### src/q8dot_pkg.sv
// q8dot_pkg: shared constants, types and state codes of the q8_0 block dot accumulator
// used by q8dot_lane, q8dot_round and q8_0_block_dot_accumulate
// no dependencies
package q8dot_pkg;

    localparam int BLOCK_ELEMENTS = 32;
    localparam int LANES          = 4;
    localparam int LANE_ELEMS     = BLOCK_ELEMENTS / LANES;

    // -128 * -128 = 16384 still fits a signed 16-bit product
    localparam int PROD_W      = 16;
    localparam int LANE_SUM_W  = 19;
    localparam int DOT_W       = 21;
    localparam int DOT_MAG_W   = 20;
    localparam int SCALE_MAG_W = 35;
    localparam int P_MAG_W     = 44;
    localparam int WIN_W       = 72;
    localparam int MAG_W       = WIN_W + 1;
    localparam int EXP_W       = 11;

    localparam logic [31:0] CANON_NAN = 32'h7FC0_0000;
    localparam logic [31:0] POS_ZERO  = 32'h0000_0000;

    typedef logic signed [EXP_W-1:0] exp_t;

    // exact magnitude with the weight of its bit 0, handed to the rounding unit
    typedef struct packed {
        logic              sign;
        exp_t              lsb_exp;
        logic [MAG_W-1:0]  mag;
    } rnd_in_t;

    typedef enum logic [3:0] {
        ST_IDLE,
        ST_MERGE,
        ST_SNORM,
        ST_SRND,
        ST_PROD,
        ST_ALIGN,
        ST_ADD,
        ST_NORM,
        ST_FIN
    } state_t;

endpackage

### src/q8dot_round.sv
// q8dot_round: shared two-step rounding unit, exact magnitude to fp32 with round to nearest even
// first step finds the leading one and the shift, second shifts, rounds and packs; uses q8dot_pkg
module q8dot_round (
    input  logic                 clk,
    input  logic                 load,
    input  q8dot_pkg::rnd_in_t   rnd_in,
    output logic [31:0]          result
);
    import q8dot_pkg::*;

    localparam int EXT_W = MAG_W + 24;

    logic [MAG_W-1:0] mag_reg;
    logic [6:0]       shift_reg;
    logic [6:0]       shift_next;
    logic [7:0]       expf_reg;
    logic [7:0]       expf_next;
    logic             ovf_reg;
    logic             ovf_next;
    logic             zero_reg;
    logic             sign_reg;

    logic [6:0]       msb_idx;
    exp_t             msb_exp;
    exp_t             shift_full;
    logic             is_normal;

    always_comb
    begin
        msb_idx = '0;
        for (int i = 0; i < MAG_W; i++)
        begin
            if (rnd_in.mag[i])
            begin
                msb_idx = 7'(i);
            end
        end
        msb_exp    = rnd_in.lsb_exp + $signed({4'b0, msb_idx});
        is_normal  = msb_exp >= -11'sd126;
        // subnormal results keep their lsb at 2^-149
        shift_full = is_normal ? $signed({4'b0, msb_idx}) : (-11'sd126 - rnd_in.lsb_exp);
        shift_next = (shift_full > 11'sd97) ? 7'd97 : shift_full[6:0];
        ovf_next   = is_normal && (msb_exp >= 11'sd128);
        expf_next  = (is_normal && !ovf_next) ? 8'(msb_exp + 11'sd127) : 8'd0;
    end

    always_ff @(posedge clk)
    begin
        if (load)
        begin
            mag_reg   <= rnd_in.mag;
            shift_reg <= shift_next;
            expf_reg  <= expf_next;
            ovf_reg   <= ovf_next;
            zero_reg  <= (rnd_in.mag == '0);
            sign_reg  <= rnd_in.sign;
        end
    end

    logic [EXT_W-1:0] ext;
    logic [EXT_W-1:0] shifted;
    logic             sticky;
    logic             round_up;
    logic [30:0]      body;

    always_comb
    begin
        ext      = {mag_reg, 24'b0};
        shifted  = ext >> shift_reg;
        sticky   = (ext << (7'd97 - shift_reg)) != '0;
        round_up = shifted[0] && (sticky || shifted[1]);
        // carry out of the mantissa bumps the exponent, up to infinity
        body     = {expf_reg, shifted[23:1]} + 31'(round_up);
        priority if (zero_reg)
        begin
            result = {sign_reg, 31'b0};
        end
        else if (ovf_reg)
        begin
            result = {sign_reg, 8'hFF, 23'b0};
        end
        else
        begin
            result = {sign_reg, body};
        end
    end

endmodule

### config.mk
export PLATFORM = sky130hd
export DESIGN_NAME = q8dot_round
export DESIGN_NICKNAME = d
export VERILOG_FILES = /design/src/q8dot_pkg.sv /design/src/q8dot_round.sv
export SDC_FILE = /design/constraint.sdc
export NUM_CORES = 1
export LEC_CHECK = 0
export BUFFER_PORTS_ARGS = -buffer_cell sky130_fd_sc_hd__buf_2
export CELL_PAD_IN_SITES_DETAIL_PLACEMENT = 2
export CELL_PAD_IN_SITES_GLOBAL_PLACEMENT = 2
export CORE_MARGIN = 3
export CORE_UTILIZATION = 30
export CTS_CLUSTER_DIAMETER = 150
export DETAILED_ROUTE_END_ITERATION = 8
export GPL_ROUTABILITY_DRIVEN = 0
export GPL_TIMING_DRIVEN = 0
export PLACE_DENSITY = 0.63
export SLEW_MARGIN = 5
export SYNTH_ARGS = -nofsm -noshare
export SYNTH_HDL_FRONTEND = slang
export SYNTH_SLANG_ARGS = --single-unit
### constraint.sdc
create_clock -name clk -period 13.6 [get_ports clk]
set_clock_uncertainty 0.2 [all_clocks]
set_input_delay 0.68 -clock clk [delete_from_list [all_inputs] [get_ports clk]]
set_output_delay 0.68 -clock clk [all_outputs]
set_load 0.05 [all_outputs]
Word-level counts from Yosys, hierarchy flattened
Cells that the tools add are included.
{"block": "word_totals", "word_cells": 98, "out_inout_bits": 32, "ff_bits": 91}
{"block": "op_classes", "shifts": 2, "addsub": 5, "magnitude_cmp": 3, "mux": 75, "reduce_logical": 7}
{"operator": "7-bit two-way mux", "count": 71}
{"operator": "97-bit nonzero test", "count": 1}
{"operator": "97-bit by 7-bit left shift with 97-bit output", "count": 1}
{"operator": "97-bit by 7-bit >> shifter with 24-bit output", "count": 1}
{"operator": "73-bit logical NOT", "count": 1}
{"operator": "31-bit two-way mux", "count": 2}
{"operator": "31-bit by 1-bit adder with 31-bit output", "count": 1}
{"operator": "11-bit by 8-bit adder with 11-bit output", "count": 1}
{"operator": "11-bit by 8-bit >= comparator with 1-bit output, second input constant", "count": 1}
{"operator": "11-bit by 9-bit >= comparator with 1-bit output, second input constant", "count": 1}
{"operator": "11-bit by 8-bit > comparator with 1-bit output, second input constant", "count": 1}
{"operator": "11-bit two-way mux", "count": 1}
{"operator": "8-bit by 11-bit subtractor with 11-bit output, first input constant", "count": 1}
{"operator": "8-bit adder, second input constant", "count": 1}
{"operator": "7-bit subtractor, first input constant", "count": 1}
{"operator": "1-bit logical AND", "count": 3}
{"operator": "1-bit logical NOT", "count": 1}
{"operator": "1-bit logical OR", "count": 1}
{"operator": "1-bit two-way mux", "count": 1}

Logic depth before layout (Yosys ltp)
{"block": "depth", "ltp_word": 77, "depth_mapped": 22, "mapped_depth_nobuf": 22}

Worst setup path after synthesis
OpenSTA, ideal clock, no wires.
{"block": "synth_timing", "path_kind": "register to output", "start": "reg shift_reg[1]", "end": "out result[0]", "t_arrival_ps": 5399, "n_path_buf": 12, "t_required_ps": 12720, "path_slack_ps": 7321, "stages_incl_launch_ff": 21, "path_cell_list": "edfxtp_1 buf_2 inv_1 buf_2 buf_4 buf_4 buf_2 buf_2 buf_2 clkbuf_1 ha_1 clkbuf_1 clkbuf_1 clkbuf_1 clkbuf_1 o21ai_0 a31oi_1 nor3_1 a22oi_1 o21bai_1 a311oi_1"}
{"block": "synth_via", "elab_chain_len": 8}
{"element": "from (decl)", "line_no": "q8dot_round.sv:14", "text": "logic [6:0] shift_reg;"}
{"element": "from (signal assigned)", "line_no": "q8dot_round.sv:52", "text": "shift_reg <= shift_next;"}
{"element": "7-bit subtractor", "line_no": "q8dot_round.sv:70", "text": "sticky = (ext << (7'd97 - shift_reg)) != '0;"}
{"element": "97-bit by 7-bit left shift with 97-bit output", "line_no": "q8dot_round.sv:70"}
{"element": "97-bit nonzero test", "line_no": "q8dot_round.sv:70"}
{"element": "1-bit logical OR", "line_no": "q8dot_round.sv:71", "text": "round_up = shifted[0] && (sticky || shifted[1]);"}
{"element": "1-bit logical AND", "line_no": "q8dot_round.sv:71"}
{"element": "31-bit by 1-bit adder with 31-bit output (*)", "line_no": "q8dot_round.sv:73", "text": "body = {expf_reg, shifted[23:1]} + 31'(round_up);"}
{"element": "31-bit two-way mux (*)", "line_no": "q8dot_round.sv:78", "text": "else if (ovf_reg)"}
{"element": "31-bit two-way mux (*)", "line_no": "q8dot_round.sv:74", "text": "priority if (zero_reg)"}
{"element": "to (decl)", "line_no": "q8dot_round.sv:7", "text": "output logic [31:0] result"}
Every way passes the cells marked *; elsewhere a longest branch is shown, timed or not.

Worst setup path in the final report
Ends and elaborated chain as after synthesis.

==> flow_metrics.tcl <==
set metrics [dict create \
    hold_viol 0 \
    cts_setup_buffers 0 \
    drive_above_1_share 0.258 \
    drc_errors 0 \
    ys_ff_latch 91 \
    syn_area_mm2 0.0135 \
    place_area_mm2 0.0149 \
    peakVddDrop_mv 0.0612 \
    end_kind "output pin" \
    hold_class "in -> reg" \
    required_ns 12.72 \
    largest_reg_flops 73 \
    ys_types 91 \
    ys.flop_type "edfxtp_1" \
    synth_top_cell_area_share 0.202 \
    synthAdderAreaFrac 0.0126 \
    antenna_found_initial 0 \
    synth_largest_area_cell "edfxtp_1" \
    min_from "rnd_in[84]" \
    cts_tree "done" \
    fmax_mhz 108 \
    die_h_um 218 \
    critPathKind "reg -> out" \
    fin_ws_ns 4.37 \
    grt_pass1_vias 15200 \
    wl_per_cell_um 34.0 \
    p_total_w 0.00160 \
    post-dp-hpwl_mm 60.0 \
    grt_use_total 0.307 \
    hold_ws_ns 0.302 \
    cp_max_fo 10 \
    startpoint_type "register" \
    start_util 0.305 \
    setup_tns_ns 0 \
    p_per_area_mw_per_mm2 106 \
    postRouteAntennaNets 0 \
    synth_top_cells_by_count "nor2_1, nand2_1, mux4_2, mux2i_1, edfxtp_1" \
    dr.pass1.iters 7 \
    synth.area.top_cells "edfxtp_1, mux4_2, mux2i_1" \
    synth_top_family_by_area "multiplexers" \
    drt-vias-per-instance 6.70 \
    synth_compound_area_frac 0.192 \
    dieArea_mm2 0.0476 \
    path_clk_slew_ns 0.07 \
    synth_edf_count 91 \
    worstMarginPinSlew_ns 1.30 \
    finalWirelength_mm 74.1 \
    max_slew_margin 0.110 \
    hold_end "sign_reg$_DFFE_PP_" \
    synthMostInstantiatedCell "nor2_1" \
    nets 1684 \
    synth_mux_area_frac 0.327 \
    post-place-ws_ns 4.92 \
    min_path_cells 1 \
    fin_area_mm2 0.0152 \
    cts.htree.levels 3 \
    drv_slew 0 \
    synthXorXnorAreaFrac 0.0220 \
    avgSynthCellArea_um2 9.28 \
    post_cts_resized 0 \
    synthCells 1456 \
    synth_nets 1556 \
    status "completed" \
    fin_crit_ns 9.23 \
    grt_pass1_wl_mm 108 \
    synth_warnings 0 \
    die_x_um 218 \
    drt-initial-drc-count 1578 \
    grt_max_degree 68 \
    fin_crit_sh 0.678 \
    ctsHoldBuffers 0 \
    coreArea_mm2 0.0443 \
    synth-seq-area-share 0.202 \
    cts_buffer_depth 2 \
    root_buffer "clkbuf_16" \
    async_reset_ff_frac 0 \
    syn_to_final_growth_pct 12.2 \
    synthSimpleGateAreaFrac 0.187 \
    max-cap-violations 0 \
    cts.sinks 91 \
    portBuffers 116 \
    pin_count 119 \
    rsz0062_at_grt "no" \
    arrival_ns 8.35 \
    setup_violations 0 \
    via_count 14600 \
    antenna_cells 0 \
    rows 77 \
    power.leakage_nw 5.41 \
    grt_overflow_total 0 \
    cts_buffers 9 \
]
==> report_power, final <==
| part | switching (W) | leakage (nW) | internal, W | total (W) |
|---|---|---|---|---|
| Combinational | 0.000618 | 4.38 | 0.000343 | 0.000961 |
| Sequential | 0.0000540 | 0.888 | 0.000338 | 0.000392 |
| Clock | 0.000108 | 0.136 | 0.000142 | 0.000250 |
==> final cells by class <==
type	instances	area, um2
multi-input cells	1217	10000
clock inverters	6	66.3
flip-flops and latches	91	2730
clock buffers	9	225
plain buffers	108	628
well taps	592	741
repair buffers	117	611
fillers	4985	29200
inverters	40	150
==> stage by stage <==
step / util / cells
after floorplan: - / 1456
after global placement: 0.335 / 2164
after detailed placement: 0.335 / 2165
after CTS: 0.342 / 2180
after global routing: 0.342 / 2180
final: 0.342 / 2180
==> worst max-delay path by stage <==
stage	startpoint	endpoint	slack, ns	cells past startpoint
after floorplan	shift_reg[1]$_SDFFCE_PN0P_	result[0]	7.32	20
after CTS	shift_reg[1]$_SDFFCE_PN0P_	result[0]	4.54	22
after global placement	shift_reg[1]$_SDFFCE_PN0P_	result[0]	5.17	22
after detailed placement	shift_reg[1]$_SDFFCE_PN0P_	result[0]	4.92	22
after global routing	shift_reg[1]$_SDFFCE_PN0P_	result[0]	4.04	22
final	shift_reg[1]$_SDFFCE_PN0P_	result[0]	4.37	22
==> kinds of logic (layout without fill, tap and decap cells) <==
| logic type | after synthesis | count (layout) |
|---|---|---|
| DFF | 91 | 91 |
| xor gates and xnor gates | 34 | 34 |
| AOI/OAI and AO/OA | 367 | 367 |
| muxes | 293 | 293 |
| adders and majority gates | 13 | 13 |
| and+or+nand+nor | 510 | 510 |
| buffers and inverters | 148 | 280 |
==> routing by layer <==
metal  GRT usage  wire length [um]  vias to the layer above
met2       0.476             32400                      876
met1       0.413             30700                     7433
li1            -                 -                     6065
met5           0                 0                        -
met4       0.171              4830                        0
met3      0.0423              6170                      232
==> placed cells by master (no fill, tap or decap), drive strengths merged, types with 9 or more instances in the layout <==
cell type and n:
nor3 56, a22oi 19, buf 189, mux2i 101, nor3b 12, xnor2 24
nor2b 22, o21a 9, edfxtp 91, or3 13, and3 15, o211ai 28
o32ai 10, ha 12, nand2b 16, a211oi 21, nor4 31, nand2 116
mux4 110, inv 39, o31ai 15, and2 12, o221ai 9, or2 11
o21ai 52, a31oi 19, o22ai 13, xor2 10, mux2 82, nor2 140
clkbuf 45, a2111oi 9, nand4 13, a21oi 78, nand3 35
==> worst max-delay path, cell delays in order (launching register included) <==
cell and delay (ns):
edfxtp_1 0.36, buf_2 0.22, inv_1 0.20, buf_2 0.36, buf_4 0.27, buf_4 0.28
buf_2 0.37, buf_2 0.45, buf_2 0.40, clkbuf_1 0.65, ha_1 0.25, clkbuf_1 0.54
clkbuf_1 0.55, clkbuf_1 0.55, clkbuf_1 0.55, a31oi_1 0.27, nor4_1 0.35, a31oi_1 0.07
nor3_1 0.18, nand3_1 0.14, o31ai_1 0.49, a311oi_1 0.18, buf_2 0.25
No activity file was read; power rests on OpenSTA's default activity.
